<file path="config.mk">
export PLATFORM = sky130hd
export DESIGN_NAME = mvnb_fifo
export DESIGN_NICKNAME = d
export VERILOG_FILES = /design/src/design/mvnb_fifo.sv
export SDC_FILE = /design/constraint.sdc
export NUM_CORES = 1
export LEC_CHECK = 0
export BUFFER_PORTS_ARGS = -buffer_cell sky130_fd_sc_hd__clkbuf_2
export CAP_MARGIN = 20
export CORE_MARGIN = 5
export CORE_UTILIZATION = 35
export DETAILED_ROUTE_END_ITERATION = 10
export SLEW_MARGIN = 10
export SYNTH_ARGS = -nofsm -noshare
export SYNTH_HDL_FRONTEND = slang
export SYNTH_SLANG_ARGS = --single-unit
</file>
<file path="constraint.sdc">
create_clock -name clock -period 1.4 [get_ports clock]
set_input_delay 0.07 -clock clock [delete_from_list [all_inputs] [get_ports clock]]
set_output_delay 0.07 -clock clock [all_outputs]
set_load 0.02 [all_outputs]
</file>
<file path="src/design/mvnb_fifo.sv">
// small register queue used between the parts of the block
module mvnb_fifo #(
   parameter int WIDTH = 8,
   parameter int DEPTH = 2
) (
   input  logic             clock,
   input  logic             reset,
   input  logic             push,
   input  logic [WIDTH-1:0] wdata,
   output logic             full,
   input  logic             pop,
   output logic [WIDTH-1:0] rdata,
   output logic             empty
);

   localparam int PW = (DEPTH > 1) ? $clog2(DEPTH) : 1;

   logic [WIDTH-1:0] slot_ff [DEPTH];
   logic [PW-1:0]    wr_ptr_ff, wr_ptr_in;
   logic [PW-1:0]    rd_ptr_ff, rd_ptr_in;
   logic [PW:0]      count_ff, count_in;
   logic             do_push, do_pop;

   assign full    = (count_ff == (PW+1)'(DEPTH));
   assign empty   = (count_ff == '0);
   assign do_push = push && !full;
   assign do_pop  = pop && !empty;
   assign rdata   = slot_ff[rd_ptr_ff];

   always_comb begin
      wr_ptr_in = wr_ptr_ff;
      rd_ptr_in = rd_ptr_ff;
      count_in  = count_ff;
      if (do_push) begin
         wr_ptr_in = (wr_ptr_ff == PW'(DEPTH-1)) ? '0 : wr_ptr_ff + 1'b1;
      end
      if (do_pop) begin
         rd_ptr_in = (rd_ptr_ff == PW'(DEPTH-1)) ? '0 : rd_ptr_ff + 1'b1;
      end
      if (do_push && !do_pop) begin
         count_in = count_ff + 1'b1;
      end else if (do_pop && !do_push) begin
         count_in = count_ff - 1'b1;
      end
   end

   always_ff @(posedge clock) begin
      if (reset) begin
         wr_ptr_ff <= '0;
         rd_ptr_ff <= '0;
         count_ff  <= '0;
      end else begin
         wr_ptr_ff <= wr_ptr_in;
         rd_ptr_ff <= rd_ptr_in;
         count_ff  <= count_in;
      end
   end

   always_ff @(posedge clock) begin
      if (do_push) begin
         slot_ff[wr_ptr_ff] <= wdata;
      end
   end

endmodule

</file>
Word-level counts from Yosys, hierarchy flattened
Memories as Yosys holds them, arrays and structs flattened. A register that Yosys moved wholly into a read port is not among the register bits.
Cells that the tools add are included.
- multiplexer cells: 8
- equality and inequality tests: 1
- reduce and logical (&&, ||, !) cells: 10
- $add $sub $neg: 4
- operators by type and width (cell ; number):
    $mux 1 ; 6
    $logic_and 1x1->1 ; 4
    $logic_not 1->1 ; 4
    $mux 2 ; 2
    $add 1x1->1 const B ; 2
    $add 2x1->2 const B ; 1
    $eq 2x2->1 const B ; 1
    $logic_not 2->1 ; 1
    $reduce_bool 2->1 ; 1
    $sub 2x1->2 const B ; 1
- bits in writable memories: 16
- register bits after elaboration: 4
- memories kept: 1
- output and inout bits: 10
- memories (name ; words ; bits a word ; read ports ; clocked after memory_dff ; write ports ; RTL line ; text):
    slot_ff ; 2 ; 8 ; 1 ; 1 ; 1 ; 18 ; logic [WIDTH-1:0] slot_ff [DEPTH];

Longest topological paths before layout
Gate-level depths: netlist of the first run.
- depth after elaboration: 7
- depth in mapped cells: 6
- gate-level depth less buffers: 6

Worst setup path after synthesis of the first run
OpenSTA, ideal clock, no wires.
- path kind: reg2reg
- start point: register count_ff[1]
- end point: register count_ff[1]
- buffers on the path: 0
- clock period less this slack: 1587 ps
- setup slack: -187 ps
- arrival: 1517 ps
- cell stages (with the launch flop): 6
- path through: dfxtp_1 nor2b_2 nor2_1 ha_1 or3_1 a21oi_1
- word-level cells in the longest chain between the ends: 6
- elaborated cells on any way between the ends: 15
- classes of those cells: add/sub (2); eq/ne (1); mux (2); reduce/logical (10)
- ends and longest elaborated chain (what ; RTL line ; text):
    from (decl) ; 21 ; logic [PW:0] count_ff, count_in;
    from (signal assigned) ; 55 ; count_ff <= count_in;
    $eq 2x2->1 * ; 24 ; assign full = (count_ff == (PW+1)'(DEPTH));
    via full ; 10 ; output logic full,
    $logic_not 1->1 * ; 26 ; assign do_push = push && !full;
    $logic_and 1x1->1 * ; 26 ;
    $logic_not 1->1 ; 42 ; end else if (do_pop && !do_push) begin
    $logic_and 1x1->1 ; 42 ;
    $reduce_bool 2->1 (no source line) ; n/a ;
Mark *: on every way through the listed nets, which the timed path passes. The rest lies on a longest branch. The select of a mux whose other input is x is not followed.
A chain may end at the register's enable or synchronous reset.

Worst setup path after layout of the first run
- start point: register count_ff[1]
- end point: register count_ff[1]
- word-level cells in the longest chain between the ends: 6
- elaborated cells on any way between the ends: 15
- classes of those cells: add/sub (2); eq/ne (1); mux (2); reduce/logical (10)
- ends and longest elaborated chain (what ; RTL line):
    $eq 2x2->1 or $logic_not 2->1 (tied branches) ; 24, 25
    $logic_not 1->1, on equally long branches ; 26, 27
    $logic_and 1x1->1, on equally long branches ; 26, 27
    $logic_not 1->1, on equally long branches ; 42, 40
    $logic_and 1x1->1, on equally long branches ; 42, 40
    $reduce_bool 2->1 (no source line) or $mux 2 (tied branches) ; n/a
Parallel ways exist; a longest one is shown, timed or not. The select of a mux whose other input is x is not followed.

==> out/results.ini, run 1 <==
[global_route]
grt.overflow.total = 0
grt_pass1_wl_um = 2190
antenna_found_initial = 0
grt_usage_pct = 8.63
grt_max_degree = 12
grt_pass1_vias = 489

[sta]
relSlewSlack_pct = 88.0
finalCritPeriodShare_pct = 103
fmax_ghz = 0.693
finalHoldViolCount = 0
finalSetupViolations = 9
maxSlewViolCount = 0
setup_ws_ns = -0.0431
fin_skew_ns = 0.00559
hold_ws_ns = 0.160
worstMarginPinSlew_ns = 0.179
post-route-min-period_ns = 1.44
setup_tns_ns = -0.116
rsz0062_at_grt = yes

[cts]
clockRootBuffer = clkbuf_4
cts_max_level = 1
clk_latency_ns = 0.29
cts_num_sinks = 21
tritoncts = built
clk_pin_slew_worst_paths_ns = 0.10
cts_buffer_depth = 2
cts_made_buffers = 3

[synth]
yosysTopAreaCell = edfxtp_1
synth_area_leaders = edfxtp_1 61%, dfxtp_1 13%, mux2_2 11%
synth_top_area_share_pct = 60.6
yosysUniqueCellTypes = 13
synth-seq-cells = 21
netlist_area_um2 = 793
syn_nets = 63
yosysWarningCount = 0
avgSynthCellArea_um2 = 15.9
syn_inst = 50
synth-seq-area-share_pct = 73.2

[cells_and_area]
nNetsFinal = 103
insertedDiodeCount = 0
syn_to_final_growth_pct = 39.1
final_layout_size_suffix_gt1_share_pct = 47.2

[critical_path]
cpMaxStageDelayCell = dfxtp_2
critPathMaxStageDelay_ns = 0.38
start_kind = flip-flop
cp.required_ns = 1.62
cp_max_fo = 5
crit_type = flip-flop to flip-flop
cp.arrival_ns = 1.66
crit_path_end_kind = flip-flop
path_cells = nor2b_4, nor2_1, ha_1, xor2_1, or3_1, a21oi_1

[power_and_ir_drop]
irDropWorstVdd_mv = 1.14
p_per_area_nw_per_um2 = 1690
p_leak_uw = 0.000453

[drt]
drc_errors = 0
routed_via_density = 4.30
wl_um = 1350
drt_iter0_drc = 5
first_pass_iters = 4
routedWlPerCell_um = 11.5
vias = 503
drt.antenna.violating_nets = 0

[floorplanning]
die_y_um = 57.6
io_pins = 22
rows = 17
die-area_um2 = 3320
start_util_pct = 36.2
core_area_um2 = 2190
fp.dieW_um = 57.6

[flow_run]
drv_cap = 0

[placement]
globalplace.congestion = 0.711
dp_hpwl_um = 976
numPortBuffers = 21
pre_cts_slack_ns = -0.0447

[run_status]
violations = setup timing
outcome = finished, violations left

[worst_hold_path]
worstHoldPathType = input pin to flip-flop

[report_power, final]
group	leakage [uW]	total, uW	switching [uW]	internal, uW
logic	0.000246	685	348	337
clock network	0.0000150	272	161	111
registers	0.000192	904	92.7	812
total	0.000453	1860	602	1260
[cells in the final DEF, fill, tap and decap left out]
master | synthesis | final
clkbuf_2 | 0 | 21
buf_4 | 0 | 6
o21ai_1 | 0 | 1
or3_1 | 2 | 2
dfxtp_2 | 0 | 1
dfxtp_1 | 5 | 2
ha_1 | 1 | 1
clkbuf_1 | 0 | 1
o21ai_0 | 3 | 2
xor2_1 | 3 | 3
dfxtp_4 | 0 | 2
edfxtp_1 | 16 | 16
dlygate4sd3_1 | 0 | 9
nor2_1 | 5 | 5
inv_1 | 2 | 2
mux2_2 | 8 | 8
and2_1 | 1 | 1
clkbuf_4 | 0 | 3
nor2b_4 | 0 | 1
a21oi_1 | 2 | 2
[stage by stage]
step                util [%]  total power [uW]  std cells  instance area [um^2]
finish                  50.4              1860        117                  1100
detailed placement      44.4              1560        103                   973
global route            50.4              1980        117                  1100
floorplan                  -              1320         50                   801
CTS                     50.3              1880        117                  1100
global placement        44.4              1540        103                   973
[synth_stat cells]
library cell,number
a21oi_1,2
and2_1,1
buf_2,1
dfxtp_1,5
edfxtp_1,16
ha_1,1
inv_1,2
mux2_2,8
nor2_1,5
nor2b_2,1
o21ai_0,3
or3_1,2
xor2_1,3
[final cells by class]
cell class	instances	area, um^2
sequential	21	589
timing repair buffer	36	240
clock buffer	4	26.3
tap	28	35.0
fill	199	1090
inverter	2	7.51
multi-input combinational	26	205
[final timing paths]
kind | startpoint | end | slack (ns) | cells after the start
min | push | wr_ptr_ff | 0.16 | 4
max | count_ff[1] | count_ff[1] | -0.04 | 6
max reg2reg | count_ff[1] | count_ff[1] | -0.04 | 6
min reg2reg | wr_ptr_ff | wr_ptr_ff | 0.50 | 2
[critical path, delay by kind of cell (launching register included)]
kind                       cells  cell delay (ns)
and+or+nand+nor                3             0.53
xor gates and xnor gates       1             0.15
DFF                            1             0.38
AOI/OAI and AO/OA              1             0.12
adders and majority gates      1             0.20
[state kept, by name, indices dropped and copies added (netlist names), named ones only]
name and flops:
count_ff 2, rd_ptr_ff 1, slot_ff 16, wr_ptr_ff 1
[per-layer routing]
| metal | vias up | GRT usage [%] | share of wire [%] |
|---|---|---|---|
| li1 | 261 | - | - |
| met4 | 0 | 1.99 | 0 |
| met2 | 15 | 13.5 | 46 |
| met1 | 227 | 11.5 | 47 |
| met3 | 0 | 2.94 | 7.6 |
| met5 | - | 0 | 0 |
[kinds of logic after synthesis]
logic type      synth area share [%]
mux                             11.4
buf+inv                         1.58
flops                           73.2
xor+xnor                        3.31
fa+ha+maj                       1.58
simple gates                    5.84
compound gates                  3.15
[timing repair]
item | in CTS | in global routing
endpoints found under the setup margin | 9 | 15
endpoints found under the hold margin | 19 | 0
gates resized for setup | 3 | 1
hold buffers | 9 | 0
buffers inserted | 1 | 0
Note: power is estimated with default switching activity, not from simulation.
==> inputs of run 2 (changes only) <==
--- a/config.mk
+++ b/config.mk
@@ -10,7 +10,8 @@
 export CORE_MARGIN = 5
 export CORE_UTILIZATION = 35
 export DETAILED_ROUTE_END_ITERATION = 10
-export SLEW_MARGIN = 10
+export PLACE_DENSITY = 0.64
+export SLEW_MARGIN = 0
 export SYNTH_ARGS = -nofsm -noshare
 export SYNTH_HDL_FRONTEND = slang
 export SYNTH_SLANG_ARGS = --single-unit
==> run 2 against run 1 <==
- clock skew about the same
- combinational power increased by 1%
- the flow still finishes with violations (setup timing)
- wire length increased by 1.8%
- global-route usage increased by 0.45 points
==> out/results.ini, run 2 (same netlist as run 1, synthesis figures left out) <==
[floorplanning]
fp.dieW_um = 57.6
start_util_pct = 36.2
core_area_um2 = 2190
die-area_um2 = 3320
rows = 17
io_pins = 22
die_y_um = 57.6

[cells_and_area]
insertedDiodeCount = 0
n_fill_cell = 208
fin_cells = 116
seq_area_um2 = 587
syn_to_final_growth_pct = 39.0
largest_reg_flops = 16
mostFrequentLayoutCells = 21 x clkbuf_2, 16 x edfxtp_1, 9 x dlygate4sd3_1
top_register = slot_ff
top_regs = slot_ff: 16 flops, count_ff: 2 flops
final_util_pct = 50.3
multi_input_area_um2 = 214
final_layout_size_suffix_gt1_share_pct = 50.0
final_common_cell = clkbuf_2
nNetsFinal = 102

[placement]
dp_cells = 102
globalplace.congestion = 0.677
pre_cts_slack_ns = -0.0845
numPortBuffers = 21
dp_hpwl_um = 990

[sta]
relSlewSlack_pct = 83.7
fin_skew_ns = 0.00520
finalHoldViolCount = 0
setup_ws_ns = -0.0773
finalSetupViolations = 1
post-route-min-period_ns = 1.48
maxSlewViolCount = 0
worstMarginPinSlew_ns = 0.242
finalCritPeriodShare_pct = 106
rsz0062_at_grt = yes
fmax_ghz = 0.677

[global_route]
antenna_found_initial = 0
grt_max_degree = 12
grt_pass1_wl_um = 2280
grt_pass1_vias = 511
grt.overflow.total = 0
grt_usage_pct = 9.08

[drt]
drt.antenna.violating_nets = 0
first_pass_iters = 2
vias = 496
drc_errors = 0
wl_um = 1370
drt_iter0_drc = 7
routed_via_density = 4.28
routedWlPerCell_um = 11.8

[cts]
cts_max_level = 1
clk_latency_ns = 0.29
cts_made_buffers = 3
cts_num_sinks = 21
clockRootBuffer = clkbuf_4
tritoncts = built
clk_pin_slew_worst_paths_ns = 0.11
cts_buffer_depth = 2

[flow_run]
drv_cap = 0

[critical_path]
cp.required_ns = 1.62
crit_type = flip-flop to flip-flop
crit_path_end_kind = flip-flop
start_kind = flip-flop
cp_max_fo = 5
cp.arrival_ns = 1.70

[run_status]
violations = setup timing
outcome = finished, violations left

[power_and_ir_drop]
finalPower_uw = 1860
pwr-share-seq_pct = 48.0
power_frac_clock_pct = 14.6
irDropWorstVdd_mv = 0.979
p_leak_uw = 0.000447
switching_share_pct = 32.7
power_frac_comb_pct = 37.3
net-switching-power_uw = 608
p_int_uw = 1250
p_per_area_nw_per_um2 = 1680

[worst_hold_path]
worstHoldPathType = input pin to flip-flop

==> run 2: worst paths after layout <==
path,start,to,slack (ns),depth (start not counted)
max,count_ff[0],count_ff[1],-0.08,4
min,push,wr_ptr_ff,0.17,4
min reg2reg,wr_ptr_ff,wr_ptr_ff,0.51,2
max reg2reg,count_ff[0],count_ff[1],-0.08,4
==> run 2: layer usage <==
layer  GRT usage [%]  vias up  wire (um)
met4            1.99        0          8
met2            16.0       17        694
met5               0        -          0
met3            4.30        2        129
met1            9.86      220        542
li1                -      257          -
==> run 2: repair_timing <==
| action | CTS | global route |
|---|---|---|
| resized for setup | 2 | 4 |
| pin swaps | 1 | 0 |
| endpoints found under the hold margin | 21 | 0 |
| endpoints found under the setup margin | 9 | 3 |
| hold buffers | 9 | 0 |
| buffers inserted | 1 | 0 |
==> run 2: worst max-delay path, cell delays in order (launching register included) <==
cell     delay, ns
dfxtp_2       0.37
o21ai_1       0.20
ha_2          0.32
or3_1         0.38
a21oi_2       0.14
==> run 2: layout make-up <==
class | instances | area share, %
clock buffer | 4 | 2.38
timing repair buffer | 35 | 21.1
tap | 28 | 3.18
multi-input combinational | 26 | 19.4
inverter | 2 | 0.681
sequential | 21 | 53.2
==> run 2: through the flow <==
step | area [um^2] | hold WS [ns] | TNS (ns)
floorplan | 801 | 0.132 | -0.0635
global placement | 966 | 0.260 | 0
detailed placement | 966 | 0.266 | -0.0845
CTS | 1090 | 0.134 | -0.0786
global route | 1100 | 0.176 | -0.147
finish | 1100 | 0.166 | -0.0773
==> run 2: power by group through the flow <==
stage | Clock, uW | Combinational [uW] | Sequential [uW]
after global routing | 310 | 757 | 912
final | 271 | 693 | 892
after detailed placement | 0 | 635 | 904
after global placement | 0 | 623 | 897
after CTS | 290 | 680 | 891
after floorplan | 0 | 460 | 859
